==> src/rtl/core/bcw_pkg.sv <==
// Shared types and constants for the boundary condition wrap block.
package bcw_pkg;

  localparam int SIZE_BITS     = 31;
  localparam int DIV_BITS      = SIZE_BITS + 1;
  localparam int REM_BITS      = DIV_BITS + 1;
  localparam int CFG_IDX_BITS  = 2;
  localparam int CFG_DATA_BITS = SIZE_BITS;

  localparam logic [CFG_IDX_BITS-1:0] REG_MODE   = 2'd0;
  localparam logic [CFG_IDX_BITS-1:0] REG_WIDTH  = 2'd1;
  localparam logic [CFG_IDX_BITS-1:0] REG_HEIGHT = 2'd2;

  typedef enum logic [1:0] {
    MODE_ABSORB   = 2'd0,
    MODE_REFLECT  = 2'd1,
    MODE_PERIODIC = 2'd2,
    MODE_PASS     = 2'd3
  } mode_e;

  localparam logic [SIZE_BITS-1:0] SIZE_RESET = 31'd6553600;

endpackage

==> src/rtl/core/boundary_condition_wrap.sv <==
// Boundary condition wrap: periodic, reflective and absorbing position correction.
// Reflective/periodic: the result is set by the shared radix-2 remainder unit, x then y.
// Absorbing: the remainder steps are skipped; unsupported mode: no correction is done.
// A finished result sits in the output register while the next transaction is taken.
// Reset: async active low; mode periodic, width and height 100.0, no result pending.
module boundary_condition_wrap #(
  parameter int COORD_BITS = 32,
  parameter int FRAC_BITS  = 16
) (
  input  logic                                   clk_i,
  input  logic                                   rst_ni,
  input  logic                                   cfg_we_i,
  input  logic [bcw_pkg::CFG_IDX_BITS-1:0]       cfg_idx_i,
  input  logic [bcw_pkg::CFG_DATA_BITS-1:0]      cfg_data_i,
  input  logic                                   in_valid_i,
  output logic                                   in_stall_o,
  input  logic signed [COORD_BITS-1:0]           x_in_i,
  input  logic signed [COORD_BITS-1:0]           y_in_i,
  output logic                                   out_valid_o,
  input  logic                                   out_stall_i,
  output logic signed [COORD_BITS-1:0]           x_out_o,
  output logic signed [COORD_BITS-1:0]           y_out_o,
  output logic                                   absorbed_o,
  output logic                                   bad_mode_o
);

  localparam int SB     = bcw_pkg::SIZE_BITS;
  localparam int DB     = bcw_pkg::DIV_BITS;
  localparam int RB     = bcw_pkg::REM_BITS;
  localparam int EXT_W  = COORD_BITS + DB;
  localparam int CNT_W  = $clog2(COORD_BITS);
  localparam logic [CNT_W-1:0] CNT_LAST = CNT_W'(COORD_BITS - 1);
  localparam logic [63:0] ONE_WIDE = 64'd1 << FRAC_BITS;
  localparam logic [COORD_BITS-1:0] MINUS_ONE = COORD_BITS'(~ONE_WIDE + 64'd1);

  localparam logic [2:0] S_IDLE = 3'd0;
  localparam logic [2:0] S_LOAD = 3'd1;
  localparam logic [2:0] S_DIV  = 3'd2;
  localparam logic [2:0] S_FIX  = 3'd3;
  localparam logic [2:0] S_DONE = 3'd4;

  bcw_pkg::mode_e   mode_q;
  logic [SB-1:0]    width_q, height_q;

  logic [2:0]            state_q, state_d;
  logic                  cur_q, cur_d;
  logic [COORD_BITS-1:0] x_q, x_d, y_q, y_d;
  logic [COORD_BITS-1:0] xr_q, xr_d, yr_q, yr_d;
  logic                  neg_q, neg_d, outside_q, outside_d;
  logic                  absorbed_q, absorbed_d, bad_q, bad_d;
  logic [COORD_BITS-1:0] dvd_q, dvd_d;
  logic [RB-1:0]         rem_q, rem_d;
  logic [DB-1:0]         dsr_q, dsr_d;
  logic [CNT_W-1:0]      cnt_q, cnt_d;

  logic                  out_valid_q;
  logic [COORD_BITS-1:0] x_out_q, y_out_q;
  logic                  absorbed_out_q, bad_out_q;

  logic                  in_acc, out_load;
  logic [COORD_BITS-1:0] raw;
  logic [SB-1:0]         size_sel;
  logic                  raw_neg;
  logic [COORD_BITS-1:0] raw_mag;
  logic [RB-1:0]         rem_sh;
  logic [RB:0]           trial;
  logic [DB-1:0]         rem_lo, refl_res, wrap_res;
  logic [COORD_BITS-1:0] fix_res;

  // configuration registers
  always_ff @(posedge clk_i or negedge rst_ni) begin
    if (!rst_ni) begin
      mode_q   <= bcw_pkg::MODE_PERIODIC;
      width_q  <= bcw_pkg::SIZE_RESET;
      height_q <= bcw_pkg::SIZE_RESET;
    end else if (cfg_we_i) begin
      unique case (cfg_idx_i)
        bcw_pkg::REG_MODE:   mode_q   <= bcw_pkg::mode_e'(cfg_data_i[1:0]);
        bcw_pkg::REG_WIDTH:  width_q  <= cfg_data_i;
        bcw_pkg::REG_HEIGHT: height_q <= cfg_data_i;
        default: ;
      endcase
    end
  end

  assign in_stall_o = (state_q != S_IDLE);
  assign in_acc     = in_valid_i && !in_stall_o;
  assign out_load   = (state_q == S_DONE) && (!out_valid_q || !out_stall_i);

  // current coordinate
  assign raw      = cur_q ? y_q : x_q;
  assign size_sel = cur_q ? height_q : width_q;
  assign raw_neg  = raw[COORD_BITS-1];
  assign raw_mag  = raw_neg ? (~raw + COORD_BITS'(1)) : raw;

  // shared remainder step
  assign rem_sh = {rem_q[RB-2:0], dvd_q[COORD_BITS-1]};
  assign trial  = {1'b0, rem_sh} - {2'b00, dsr_q};

  // fold and wrap correction
  assign rem_lo = rem_q[DB-1:0];
  always_comb begin
    if (size_sel == '0) begin
      refl_res = '0;
    end else if (rem_lo > {1'b0, size_sel}) begin
      refl_res = {size_sel, 1'b0} - rem_lo;
    end else begin
      refl_res = rem_lo;
    end
    if (size_sel == '0) begin
      wrap_res = '0;
    end else if (neg_q) begin
      wrap_res = (rem_lo == '0) ? '0 : ({1'b0, size_sel} - rem_lo);
    end else begin
      wrap_res = (rem_lo == '0) ? {1'b0, size_sel} : rem_lo;
    end
    if (mode_q == bcw_pkg::MODE_REFLECT) begin
      fix_res = COORD_BITS'(refl_res);
    end else if (mode_q == bcw_pkg::MODE_PERIODIC && outside_q) begin
      fix_res = COORD_BITS'(wrap_res);
    end else begin
      fix_res = raw;
    end
  end

  always_comb begin
    state_d    = state_q;
    cur_d      = cur_q;
    x_d        = x_q;
    y_d        = y_q;
    xr_d       = xr_q;
    yr_d       = yr_q;
    neg_d      = neg_q;
    outside_d  = outside_q;
    absorbed_d = absorbed_q;
    bad_d      = bad_q;
    dvd_d      = dvd_q;
    rem_d      = rem_q;
    dsr_d      = dsr_q;
    cnt_d      = cnt_q;
    unique case (state_q)
      S_IDLE: begin
        if (in_acc) begin
          x_d        = x_in_i;
          y_d        = y_in_i;
          xr_d       = x_in_i;
          yr_d       = y_in_i;
          cur_d      = 1'b0;
          absorbed_d = 1'b0;
          bad_d      = (mode_q == bcw_pkg::MODE_PASS);
          state_d    = (mode_q == bcw_pkg::MODE_PASS) ? S_DONE : S_LOAD;
        end
      end
      S_LOAD: begin
        neg_d     = raw_neg;
        outside_d = raw_neg || (EXT_W'(raw) > EXT_W'(size_sel));
        dvd_d     = raw_mag;
        rem_d     = '0;
        dsr_d     = (mode_q == bcw_pkg::MODE_REFLECT) ? {size_sel, 1'b0} : {1'b0, size_sel};
        cnt_d     = CNT_LAST;
        state_d   = (mode_q == bcw_pkg::MODE_ABSORB) ? S_FIX : S_DIV;
      end
      S_DIV: begin
        dvd_d = {dvd_q[COORD_BITS-2:0], 1'b0};
        rem_d = trial[RB] ? rem_sh : trial[RB-1:0];
        cnt_d = cnt_q - CNT_W'(1);
        if (cnt_q == '0) begin
          state_d = S_FIX;
        end
      end
      S_FIX: begin
        if (mode_q == bcw_pkg::MODE_ABSORB) begin
          absorbed_d = absorbed_q | outside_q;
        end
        if (cur_q) begin
          yr_d    = fix_res;
          state_d = S_DONE;
        end else begin
          xr_d    = fix_res;
          cur_d   = 1'b1;
          state_d = S_LOAD;
        end
      end
      S_DONE: begin
        if (out_load) begin
          state_d = S_IDLE;
        end
      end
      default: state_d = S_IDLE;
    endcase
  end

  always_ff @(posedge clk_i or negedge rst_ni) begin
    if (!rst_ni) begin
      state_q     <= S_IDLE;
      cur_q       <= 1'b0;
      out_valid_q <= 1'b0;
    end else begin
      state_q     <= state_d;
      cur_q       <= cur_d;
      out_valid_q <= out_load || (out_valid_q && out_stall_i);
    end
  end

  always_ff @(posedge clk_i) begin
    x_q        <= x_d;
    y_q        <= y_d;
    xr_q       <= xr_d;
    yr_q       <= yr_d;
    neg_q      <= neg_d;
    outside_q  <= outside_d;
    absorbed_q <= absorbed_d;
    bad_q      <= bad_d;
    dvd_q      <= dvd_d;
    rem_q      <= rem_d;
    dsr_q      <= dsr_d;
    cnt_q      <= cnt_d;
    if (out_load) begin
      x_out_q        <= absorbed_q ? MINUS_ONE : xr_q;
      y_out_q        <= absorbed_q ? MINUS_ONE : yr_q;
      absorbed_out_q <= absorbed_q;
      bad_out_q      <= bad_q;
    end
  end

  assign out_valid_o = out_valid_q;
  assign x_out_o     = x_out_q;
  assign y_out_o     = y_out_q;
  assign absorbed_o  = absorbed_out_q;
  assign bad_mode_o  = bad_out_q;

  a_rem_below_divisor: assert property (@(posedge clk_i) disable iff (!rst_ni)
    (state_q == S_DIV && dsr_q != '0) |-> (rem_q < {1'b0, dsr_q}))
    else $error("remainder not below divisor");

  a_absorb_value: assert property (@(posedge clk_i) disable iff (!rst_ni)
    (out_valid_o && absorbed_o) |-> (x_out_o == MINUS_ONE && y_out_o == MINUS_ONE))
    else $error("absorbed result not minus one");

  a_flags_exclusive: assert property (@(posedge clk_i) disable iff (!rst_ni)
    out_valid_o |-> !(absorbed_o && bad_mode_o))
    else $error("absorbed and bad mode together");

  a_accept_busy: assert property (@(posedge clk_i) disable iff (!rst_ni)
    in_acc |=> (state_q != S_IDLE))
    else $error("accepted transaction not started");

endmodule

==> config.mk <==
export PLATFORM = sky130hd
export DESIGN_NAME = boundary_condition_wrap
export DESIGN_NICKNAME = d
export VERILOG_FILES = /design/src/rtl/core/bcw_pkg.sv /design/src/rtl/core/boundary_condition_wrap.sv
export SDC_FILE = /design/constraint.sdc
export NUM_CORES = 1
export LEC_CHECK = 0
export BUFFER_PORTS_ARGS = -buffer_cell sky130_fd_sc_hd__buf_4
export CELL_PAD_IN_SITES_DETAIL_PLACEMENT = 1
export CELL_PAD_IN_SITES_GLOBAL_PLACEMENT = 1
export CORE_ASPECT_RATIO = 1.5
export CORE_UTILIZATION = 49
export CTS_CLUSTER_DIAMETER = 40
export CTS_CLUSTER_SIZE = 12
export DETAILED_ROUTE_END_ITERATION = 7
export PLACE_DENSITY_LB_ADDON = 0.05
export SLEW_MARGIN = 30
export SYNTH_ARGS = -nofsm -noshare
export SYNTH_HDL_FRONTEND = slang
export SYNTH_SLANG_ARGS = --single-unit
==> constraint.sdc <==
create_clock -name clk_i -period 7.6 [get_ports clk_i]
set_clock_uncertainty 0.2 [all_clocks]
set_input_delay 0.76 -clock clk_i [delete_from_list [all_inputs] [get_ports clk_i]]
set_output_delay 0.76 -clock clk_i [all_outputs]
set_load 0.05 [all_outputs]
* Word-level counts from Yosys, hierarchy flattened
Index checks and enable logic that the tools add are counted.
Operators by class: $add $sub $neg 5, reductions and logical operators 28, muxes and demuxes 33, equality and inequality tests 15, order comparisons 2, bitwise gates (word level) 2
Operator list (count):
- $mux 32 | 15
- $pmux 32 s2 | 4
- $gt 32x31->1 | 2
- $mux 31 | 2
- $sub 33x32->34 | 1
- $add 32x1->32 const B | 1
- $logic_not 32->1 | 1
- $not 32->32 | 1
- $sub 31x32->32 | 1
- $sub 32x32->32 | 1
- $logic_not 31->1 | 1
- $mux 3 | 5
- $pmux 3 s5 | 1
- $ne 2x2->1 const B | 6
- $reduce_and 3->1 | 4
- $pmux 5 s2 | 1
- $reduce_and 2->1 | 5
- $eq 2x2->1 const B | 3
- $eq 3x2->1 const B | 2
- $logic_not 5->1 | 1
- $sub 5x1->5 const B | 1
- $eq 2x1->1 const B | 2
- $logic_and 1x1->1 | 4
- $logic_not 2->1 | 2
- other kinds (10) | 18
Storage, ports and cells: output and inout port bits 68, register bits 368

* Depth between registers and ports, before layout
Gate-level depths: netlist of run 1.
word-level depth 9, depth in mapped cells 21, depth with buffers taken out 12

* Least setup slack after synthesis of run 1
No wires, ideal clock.
kind reg2reg, start register state_q[1], end register cnt_q[0], enable pin, path buffers 1, clock period less this slack 5.669 ns, stages on the path, launching flop included 4, required time 6.963 ns, arrival time 5.032 ns, slack 1.931 ns, path through dfrtp_1 clkbuf_1 nor3b_1 nand2b_1
Between the ends: cells in the longest elaborated chain, start to end 2, elaborated cells between the ends (all ways) 3, classes of those cells eq/ne: 2; reduce/logical: 1
Ends and longest elaborated chain:
- from (decl) | RTL line boundary_condition_wrap.sv:45 | logic [2:0] state_q, state_d;
- from (signal assigned) | RTL line boundary_condition_wrap.sv:199 | state_q <= state_d;
- $eq 3x2->1 or $eq 3x1->1 (tied branches) | RTL line boundary_condition_wrap.sv:141 | unique case (state_q)
- $reduce_bool 2->1 (no source line) (*)
- to (signal assigned) | RTL line boundary_condition_wrap.sv:217 | cnt_q <= cnt_d;
- to (decl) | RTL line boundary_condition_wrap.sv:54 | logic [CNT_W-1:0] cnt_q, cnt_d;
Mark *: on every way between the ends. The rest lies on a longest branch, timed or not. A chain may end at the register's enable or synchronous reset.

* Final worst setup path of run 1
start register cur_q, end register yr_q[4] (data pin)
Between the ends: cells in the longest elaborated chain, start to end 9, elaborated cells between the ends (all ways) 16, classes of those cells add/sub: 2; order compare: 1; mux: 12; reduce/logical: 1
Ends and longest elaborated chain:
- from (decl) | RTL line boundary_condition_wrap.sv:46 | logic cur_q, cur_d;
- from (signal assigned) | RTL line boundary_condition_wrap.sv:200 | cur_q <= cur_d;
- $mux 31 | RTL line boundary_condition_wrap.sv:92 | assign size_sel = cur_q ? height_q : width_q;
- $sub 31x32->32 | RTL line boundary_condition_wrap.sv:113 | wrap_res = (rem_lo == '0) ? '0 : ({1'b0, size_sel} - rem_lo);
- $mux 32 | RTL line boundary_condition_wrap.sv:113
- $mux 32 | RTL line boundary_condition_wrap.sv:112 | end else if (neg_q) begin
- $mux 32 | RTL line boundary_condition_wrap.sv:110 | if (size_sel == '0) begin
- $mux 32 | RTL line boundary_condition_wrap.sv:119 | end else if (mode_q == bcw_pkg::MODE_PERIODIC && outside_q) begin
- $mux 32 (*) | RTL line boundary_condition_wrap.sv:117 | if (mode_q == bcw_pkg::MODE_REFLECT) begin
- $mux 32 (*) | RTL line boundary_condition_wrap.sv:175 | if (cur_q) begin
- $pmux 32 s2 (*) | RTL line boundary_condition_wrap.sv:141
- named net yr_d[4] | RTL line boundary_condition_wrap.sv:48 | logic [COORD_BITS-1:0] xr_q, xr_d, yr_q, yr_d;
- to (signal assigned) | RTL line boundary_condition_wrap.sv:209 | yr_q <= yr_d;
- to (decl) | RTL line boundary_condition_wrap.sv:48
Mark *: on every way through the listed nets, which the timed path passes. The rest lies on a longest branch. The select of a mux whose other input is x is not followed.

==> results of run 1 <==
[timing repair]
item,CTS,global route
buffers inserted,0,0
hold buffers,0,1
endpoints found under the hold margin,0,25
[through the flow]
stage               utilization  setup slack (ns)  area [um^2]
floorplan                     -              1.93        22900
global placement          0.539              1.97        24700
detailed placement        0.539              1.90        24700
CTS                       0.569              1.87        26100
global route              0.570              1.67        26200
finish                    0.570              1.74        26200
[how the worst max path moves through the flow]
stage | from | to | slack (ns) | cells after the start
finish | cur_q | yr_q[4] | 1.74 | 13
detailed placement | cur_q | yr_q[4] | 1.90 | 13
CTS | cur_q | yr_q[4] | 1.87 | 13
global route | cur_q | yr_q[4] | 1.67 | 13
global placement | cur_q | xr_q[4] | 1.97 | 13
floorplan | state_q[1] | cnt_q[0] | 1.93 | 3
[power breakdown]
group          switching, mW  internal [mW]
clock network          0.873           1.18
logic                   5.51           3.04
registers              0.498           3.19
[sequential cells by signal (all words and copies together) (netlist names)]
name / count
dsr_q: 32
dvd_q: 32
rem_q: 32
x_out_o: 32
x_q: 32
xr_q: 32
y_out_o: 32
y_q: 32
yr_q: 32
height_q: 31
width_q: 31
cnt_q: 5
state_q: 3
mode_q: 2
absorbed_o: 1
absorbed_q: 1
bad_mode_o: 1
bad_q: 1
cur_q: 1
neg_q: 1
out_valid_o: 1
outside_q: 1
[kinds of logic (layout without fill, tap and decap cells)]
| family | after synthesis | in the layout |
|---|---|---|
| xor gates and xnor gates | 103 | 103 |
| buffers and inverters | 231 | 404 |
| DFF | 368 | 368 |
| and+or+nand+nor | 633 | 633 |
| adders and majority gates | 137 | 137 |
| AOI/OAI and AO/OA | 601 | 601 |
| muxes | 144 | 144 |
[final cells by class]
| cell class | count | area, um^2 | area share |
|---|---|---|---|
| Timing Repair Buffer | 201 | 1520 | 0.0583 |
| Sequential cell | 368 | 10700 | 0.410 |
| Clock buffer | 58 | 1180 | 0.0453 |
| Clock inverter | 15 | 201 | 0.00770 |
| Multi-Input combinational cell | 1618 | 11300 | 0.432 |
| Inverter | 130 | 488 | 0.0187 |
| Tap cell | 588 | 736 | 0.0281 |
[layout by cell type (no fill, tap or decap), types with 22 or more instances in the layout]
cell	instances
mux2i_1	44
nand4_1	22
o21ai_0	112
nand2_1	141
o21a_1	43
nand2b_1	23
o31ai_1	34
a21oi_1	190
mux2_2	93
nor2b_1	46
clkbuf_16	44
ha_1	134
a21o_1	43
xnor2_1	69
xor2_1	34
edfxtp_1	299
nor3_1	28
or2_2	35
nor4_1	25
nor2_1	178
buf_4	199
inv_1	127
dfrtp_1	61
nand3_1	58
[metal layers]
metal	global-route usage	routed length [um]
met5	0	0
met4	0.133	3240
met3	0.0315	3610
met2	0.584	39600
met1	0.427	33100
==> out/metrics.yaml, run 1 <==
p_leak_nw: 10.5
cts-buffers-inserted: 43
synth_top_family_by_area: "compound AO/OA/AOI/OAI gates"
ctsRootBufferMaster: "clkbuf_16"
critical_path_buf_inv_count: 2
r2r_slack_ns: 1.74
synth_compound_gate_area_share: 0.169
cts_sinks: 368
grt_pass1_wl_mm: 120
total_number_of_yosys_warnings: 0
yosys.area_share.xor_xnor: 0.0394
max_stage_delay_ns: 0.80
synth_register_bits: 368
post-synth-top-area-fraction: 0.392
effective_utilization_at_floorplan: 0.499
port_buffers: 169
worst_setup_path_start_kind: "flop"
num_io_pins: 170
report.power.total_mw: 14.3
cts.path.max_buffers: 3
critPathSlowestCell: "dfrtp_4"
holdPathStages: 1
slew_headroom: 0.378
synthFlopType: "edfxtp_1"
globalRouteTotalUtil: 0.336
grt_max_degree: 70
setup-violations-final: 0
max_slew.worst_pin.slew_ns: 0.929
yosysSeqAreaShare: 0.468
rows: 96
grt.overflow.total: 0
report.final.hold_viol_count: 0
synthAdderAreaFrac: 0.0759
synth.mux.area_fraction: 0.0687
worst-path-max-fanout: 35
cts.clk_slew.worst_paths_ns: 0.06
hp-start: "y_in_i[1]"
dpl.hpwl_mm: 60.4
final_net_count: 2601
cts_tree: "done"
timing.hold.worst_endpoint: "y_q[1]"
fraction_of_layout_cells_with_a_size_suffix_above_1: 0.183
drt-vias-per-instance: 6.25
synth.area.top_cells: "edfxtp_1, ha_1, dfrtp_1"
route.detailed.wl_per_inst_um: 26.7
critical-path-top-delay-family: "compound AO/OA/AOI/OAI gates"
critPathMostFrequentCell: "nor2_1"
synth_enable_flop_cells: 299
synth_common_cells: "edfxtp_1, a21oi_1, nor2_1"
post_synth_and_or_nand_nor_area_fraction: 0.137
min_period_over_period: 0.771
rsz0062_at_grt: "false"
hold_ws_ns: 0.177
dieHeight_um: 267
holdCritPathClass: "in2reg"
endpoint_type_of_the_worst_setup_path: "flop"
synthesis.area_per_instance_um2: 10.3
crit_type: "reg2reg"
number_of_instances_in_the_synthesized_netlist: 2217
die_width_um: 178
dpl.cell_count: 2903
worst_reg2reg_endpoint: "yr_q[4]"
fillCellCount: 5019
route.detailed.drc: 0
drt-pass1-iter-count: 7
stdcell_count: 2978
min_period_ns: 5.86
worst_skew_pair.late_latency_ns: 0.57
async_flop_share: 0.188
htree_depth: 2
worst_r2r_src: "cur_q"
max_freq_ghz: 0.171
cap_viol_max_count: 0
vdd_ir_drop_max_v: 0.000372
antenna-diode-count: 0
ant_nets_after_route: 0
critical_path_arrival_ns: 6.08
result_of_the_run: "complete, no violations"
cts.repair.resized: 0
synthesis.nets: 2456
design.core.area_um2: 45900
detailroute.via_count: 18627
routed_wirelength_mm: 79.6
synthToLayoutAreaGrowth_pct: 14.3
r2r_cells: 13
ys_types: 95
crit_chain: "mux2i_1 -> inv_1 -> ha_1 -> nand2_1 -> o21ai_0 -> a21oi_1 -> o31ai_1 -> or3_1 -> o21ai_2 -> buf_4 -> nor2_1 -> a211oi_1 -> nor2_1"
cp_data_required_time_ns: 7.82
timing.setup.tns_ns: 0
synthesis.area_um2: 22900
yosysTopAreaCell: "edfxtp_1"
gp_congestion: 0.962
synthMostInstantiatedCell: "edfxtp_1"
dr.first_iter.drc_count: 1342
grt_antenna_before_repair: 0
grt_pass1_vias: 19627
die_area_um2: 47600
timing.final.max_slew_violations: 0
powerDensity_nw_per_um2: 547
Note: power is estimated with default switching activity, not from simulation.
==> inputs of run 2 (changes only) <==
- CORE_UTILIZATION: 49 -> 44
- clock period: 7.6 -> 5.1 ns (I/O delays scaled with it)
==> out/metrics.yaml, run 2 (same netlist as run 1, synthesis figures left out) <==
result_of_the_run: "complete, no violations"
layout.cells.most_common: "edfxtp_1"
grt_pass1_vias: 20077  # +2.3%
holdCritPathClass: "in2reg"
max_freq_ghz: 0.210  # +23%
dpl.cell_count: 3042  # +4.8%
die_area_um2: 52900  # +11%
antenna-diode-count: 0  # unchanged
worst_skew_pair.late_latency_ns: 0.58  # about the same
stdcell_count: 3218  # +8.1%
met3_length_mm: 2.99  # -17%
fillCellCount: 5524  # +10%
grt.overflow.total: 0  # unchanged
r2r_cells: 14  # +1
route.detailed.wl_per_inst_um: 25.9  # -3.0%
ctsRootBufferMaster: "clkbuf_16"
cts.clk_slew.worst_paths_ns: 0.06  # about the same
vdd_ir_drop_max_v: 0.000525  # +41%
ant_nets_after_route: 0  # unchanged
port_buffers: 169  # unchanged
worst-path-max-fanout: 15  # -57%
drt-pass1-iter-count: 5  # -2
wirelength_met1_mm: 35.2  # +6.5%
cts.path.max_buffers: 3  # unchanged
holdPathStages: 3  # +2
htree_depth: 2  # unchanged
met2WireLength_mm: 41.3  # +4.1%
die_width_um: 188  # +5.5%
crit_chain: "buf_4 -> buf_16 -> mux2_2 -> ha_1 -> a21o_1 -> a21o_1 -> a21oi_1 -> o31ai_1 -> or3_1 -> o21ai_2 -> buf_4 -> mux2i_1 -> a221oi_1 -> nor2_1"
grt_antenna_before_repair: 0  # unchanged
detailroute.via_count: 18971  # +1.8%
multi_input_area_um2: 11300  # +0.15%
dpl.hpwl_mm: 62.6  # +3.7%
powerDensity_nw_per_um2: 798  # +46%
routed_wirelength_mm: 83.4  # +4.8%
critical_path_arrival_ns: 4.85  # -1.23 ns
hold_ws_ns: 0.0299  # -0.147 ns
maxUsedRoutingLayer: "met4"
dr.first_iter.drc_count: 1179  # -12%
min_period_over_period: 0.934  # +0.163
cap_viol_max_count: 0  # unchanged
rsz0062_at_grt: "false"
worst_setup_path_start_kind: "flop"
final_cell_area_um2: 27900  # +6.5%
endpoint_type_of_the_worst_setup_path: "flop"
slew_headroom: 0.377  # -0.00188
most-common-layout-cells: "edfxtp_1, buf_4, a21oi_1"
critPathSlowestCell: "a221oi_1"
dpl_worst_slack_ns: -0.563  # -2.46 ns
drt-vias-per-instance: 5.90  # -5.7%
min_period_ns: 4.76  # -1.10 ns
num_io_pins: 170  # unchanged
synthToLayoutAreaGrowth_pct: 21.7
p_leak_nw: 11.2  # +7.3%
grt_pass1_wl_mm: 125  # +4.7%
report.final.hold_viol_count: 0  # unchanged
area.sequential_um2: 10700  # unchanged
max_stage_delay_ns: 0.55  # -0.25 ns
setup-violations-final: 0  # unchanged
layout_setup_ws_ns: 0.339  # -1.40 ns
max_slew.worst_pin.slew_ns: 0.928  # -0.000882 ns
cts_sinks: 368  # unchanged
gp_congestion: 0.933  # -3.0%
globalRouteTotalUtil: 0.315  # -0.0213
cp_data_required_time_ns: 5.19  # -2.63 ns
final_net_count: 2754  # +5.9%
placed_cell_area_um2: 25300  # +2.3%
design.core.area_um2: 51400  # +12%
cts-buffers-inserted: 46  # +7.0%
route.detailed.drc: 0  # unchanged
dieHeight_um: 281  # +5.5%
rows: 102  # +6.3%
cts_tree: "done"
timing.final.max_slew_violations: 0  # unchanged
grt_max_degree: 70  # unchanged
fraction_of_layout_cells_with_a_size_suffix_above_1: 0.195  # +0.0123
crit_type: "reg2reg"
effective_utilization_at_floorplan: 0.445  # -0.0538
## run 2: changes by cell type in the layout (fill, tap and decap cells not counted), sizes merged
cell and change:
buf +55, bufinv +3, clkbuf -2, clkinv +3, dlygate4sd3 +95, inv -2
## run 2: through the flow
stage	setup TNS [ns]	utilization	total power [mW]
3_5_place_dp	-1.68	0.492	18.6
2_1_floorplan	0	-	14.2
5_1_grt	0	0.542	23.6
4_1_cts	0	0.541	22.1
3_3_place_gp	-2.63	0.491	18.3
6_report	0	0.542	22.2
## run 2: critical path: cells and delay by family, from the launching register on
kind	cells	cell delay, ns
fa+ha+maj	1	0.40
mux	2	0.57
compound gates	6	1.72
buf+inv	3	0.55
flops	1	0.52
simple gates	2	0.51
## run 2: repair_timing
| action | in CTS | in global routing |
|---|---|---|
| hold buffers | 96 | 0 |
| hold endpoints to repair | 187 | 0 |
| setup endpoints to repair | 6 | 2 |
| setup buffers | 4 | 0 |
| gates resized for setup | 4 | 2 |
| cloned | 0 | 0 |
## run 2: path summary, 6_finish.rpt
kind / from / endpoint / slack [ns]
worst min-delay path: out_stall_i / out_valid_o / 0.03
worst max register to register: cur_q / yr_q[28] / 0.34
min in group asynchronous: rst_ni / height_q[20] / 0.21
worst min register to register: bad_q / bad_mode_o / 0.25
worst max-delay path: cur_q / yr_q[28] / 0.34
max in group asynchronous: rst_ni / mode_q[1] / 3.85
## run 2: layout make-up
cell class                 instances  area share
multi-input combinational       1618       0.406
sequential                       368       0.385
timing repair buffer             351       0.107
clock buffer                      56      0.0438
tap                              676      0.0304
inverter                         130      0.0176
clock inverter                    19     0.00984
## run 2: per-layer routing
metal,track usage,vias to the layer above
li1,-,8794
met1,0.394,9556
met2,0.554,498
met3,0.0267,123
met4,0.138,0
met5,0,-
## run 2: power by group
part	switching [mW]	total, mW	internal (mW)
Clock	1.32	3.29	1.96
Combinational	8.46	13.4	4.99
Sequential	0.726	5.49	4.76
==> inputs of run 3 (changes only) <==
- ABC_AREA: default -> 1
- CORE_UTILIZATION: 44 -> 41
==> out/metrics.yaml, run 3 <==
most-common-layout-cells: "nand2_1, inv_1, edfxtp_1"
yosysSeqAreaShare: 0.435  # -0.0330
critical-path-top-delay-family: "simple AND/OR/NAND/NOR gates"
p_leak_nw: 14.1  # +25%
gp_congestion: 1.01  # +8.5%
grt.overflow.total: 0  # unchanged
routed_wirelength_mm: 104  # +24%
synthesis.area_per_instance_um2: 7.53  # -27%
synth_common_cells: "nand2_1, inv_1, edfxtp_1"
rsz0062_at_grt: "false"
effective_utilization_at_floorplan: 0.416  # -0.0290
globalRouteTotalUtil: 0.339  # +0.0244
critPathMostFrequentCell: "nand2_1"
timing.setup.tns_ns: 0  # unchanged
ant_nets_after_route: 0  # unchanged
layout.cells.most_common: "nand2_1"
fillCellCount: 7337  # +33%
synthesis.area_um2: 24600  # +7.6%
cts_tree: "done"
dpl_worst_slack_ns: 0.308  # +0.871 ns
total_number_of_yosys_warnings: 0  # unchanged
fin_util: 0.498  # -0.0435
synthToLayoutAreaGrowth_pct: 19.8
min_period_ns: 4.78  # +0.0144 ns
worst-path-max-fanout: 28  # +13
slew_headroom: 0.327  # -0.0491
crit_chain: "buf_4 -> buf_4 -> o21ai_1 -> inv_1 -> ha_1 -> nand2_1 -> nor2_1 -> nand2_1 -> nor2_1 -> nand2_1 -> nand3_1 -> nand2_1 -> nand3_1 -> nand2_1 -> nand2_1 -> nand2_1 -> nand2_1 -> nand2_1 -> nand2_1 -> nand2_1"
cts-buffers-inserted: 52  # +13%
ys_types: 49  # -48%
report.final.hold_viol_count: 0  # unchanged
die_width_um: 202  # +7.4%
htree_depth: 2  # unchanged
timing.final.max_slew_violations: 0  # unchanged
detailroute.via_count: 23624  # +25%
drt-pass1-iter-count: 5  # unchanged
synthFlopType: "edfxtp_1"
synth_register_bits: 368  # unchanged
r2r_slack_ns: 0.32  # about the same
critPathSlowestCell: "o21ai_1"
dpl.hpwl_mm: 80.3  # +28%
port_buffers: 169  # unchanged
yosysTopAreaCell: "edfxtp_1"
post-synth-top-area-fraction: 0.365  # -0.0277
min_period_over_period: 0.936  # +0.00282
drt-vias-per-instance: 5.43  # -7.9%
cts_sinks: 368  # unchanged
num_io_pins: 170  # unchanged
max_stage_delay_ns: 0.77  # +0.22 ns
dieHeight_um: 302  # +7.4%
report.power.total_mw: 24.1  # +8.6%
grt_pass1_vias: 24768  # +23%
setup-violations-final: 0  # unchanged
worst_skew_pair.late_latency_ns: 0.62  # +0.04 ns
critical_path_arrival_ns: 4.95  # +0.10 ns
grt_max_degree: 70  # unchanged
rows: 109  # +6.9%
critical_path_buf_inv_count: 3  # unchanged
hold_ws_ns: 0.00630  # -0.0236 ns
post-cts-setup-buffer-count: 0  # -4
synth.area.top_cells: "edfxtp_1, nand2_1, ha_1"
async_flop_share: 0.188  # unchanged
synthesis.nets: 3509  # +43%
layout_setup_ws_ns: 0.324  # -0.0144 ns
route.detailed.drc: 0  # unchanged
dr.first_iter.drc_count: 1669  # +42%
cp_data_required_time_ns: 5.27  # +0.08 ns
cts.clk_slew.worst_paths_ns: 0.06  # about the same
vdd_ir_drop_max_v: 0.000903  # +72%
fraction_of_layout_cells_with_a_size_suffix_above_1: 0.114  # -0.0814
holdCritPathClass: "in2reg"
powerDensity_nw_per_um2: 819  # +2.7%
cap_viol_max_count: 0  # unchanged
final_net_count: 3766  # +37%
grt_antenna_before_repair: 0  # unchanged
result_of_the_run: "complete, no violations"
synth_enable_flop_cells: 299  # unchanged
design.core.area_um2: 59200  # +15%
number_of_instances_in_the_synthesized_netlist: 3270  # +47%
die_area_um2: 61000  # +15%
max_slew.worst_pin.slew_ns: 0.998  # +0.0703 ns
route.detailed.wl_per_inst_um: 23.8  # -8.2%
synthMostInstantiatedCell: "nand2_1"
max_freq_ghz: 0.209  # -0.30%
worst_setup_path_start_kind: "flop"
grt_pass1_wl_mm: 154  # +23%
endpoint_type_of_the_worst_setup_path: "flop"
crit_type: "reg2reg"
cts.path.max_buffers: 3  # unchanged
ctsRootBufferMaster: "clkbuf_16"
[run 3: kinds of logic after synthesis]
logic type / after synthesis / share of synthesized area
fa+ha+maj: 137 / 0.0705
flops: 368 / 0.435
xor+xnor: 63 / 0.0224
compound gates: 502 / 0.109
simple gates: 1666 / 0.276
buf+inv: 534 / 0.0872
[run 3: report_power, final]
part	total, mW	switching [mW]	internal (mW)
Clock	3.74	1.54	2.20
Combinational	15.0	10.7	4.38
Sequential	5.36	0.581	4.78
Total	24.1	12.8	11.4
[run 3: what timing repair did]
item | in CTS | in global routing
setup endpoints to repair | 0 | 7
endpoints found under the hold margin | 212 | 0
hold buffers | 84 | 0
gates resized for setup | 0 | 1
[run 3: metrics by stage]
stage | instances | area [um^2]
floorplan | 3270 | 24600
global placement | 4165 | 26800
detailed placement | 4166 | 26900
CTS | 4348 | 29500
global route | 4348 | 29500
finish | 4349 | 29500
[run 3: final cells by class]
cell class	instances	area [um^2]	share of cell area
Multi-Input combinational cell	2368	11800	0.402
Timing Repair Buffer	302	2540	0.0861
Clock inverter	27	334	0.0113
Clock buffer	71	1440	0.0490
Antenna cell	1	2.50	0.0000849
Tap cell	777	972	0.0330
Sequential cell	368	10700	0.363
Inverter	435	1630	0.0554
[run 3: worst paths after layout]
kind | startpoint | to | depth (start not counted)
hold / removal | cfg_data_i[6] | height_q[6] | 3
hold reg to reg | bad_q | bad_mode_o | 0
min in group asynchronous | rst_ni | out_valid_o | 2
setup reg to reg | cur_q | xr_q[23] | 20
max in group asynchronous | rst_ni | cur_q | 2
setup / recovery | cur_q | xr_q[23] | 20
[run 3: tightest hold or removal path: cells and delay by family]
kind                   cells  cell delay [ns]
buffers and inverters      2             0.13
AOI/OAI and AO/OA          1             0.14
[run 3: metal layers]
metal	share of wire	global-route usage
met3	0.044	0.0392
met5	0	0
met2	0.49	0.590
met1	0.40	0.407
met4	0.063	0.193
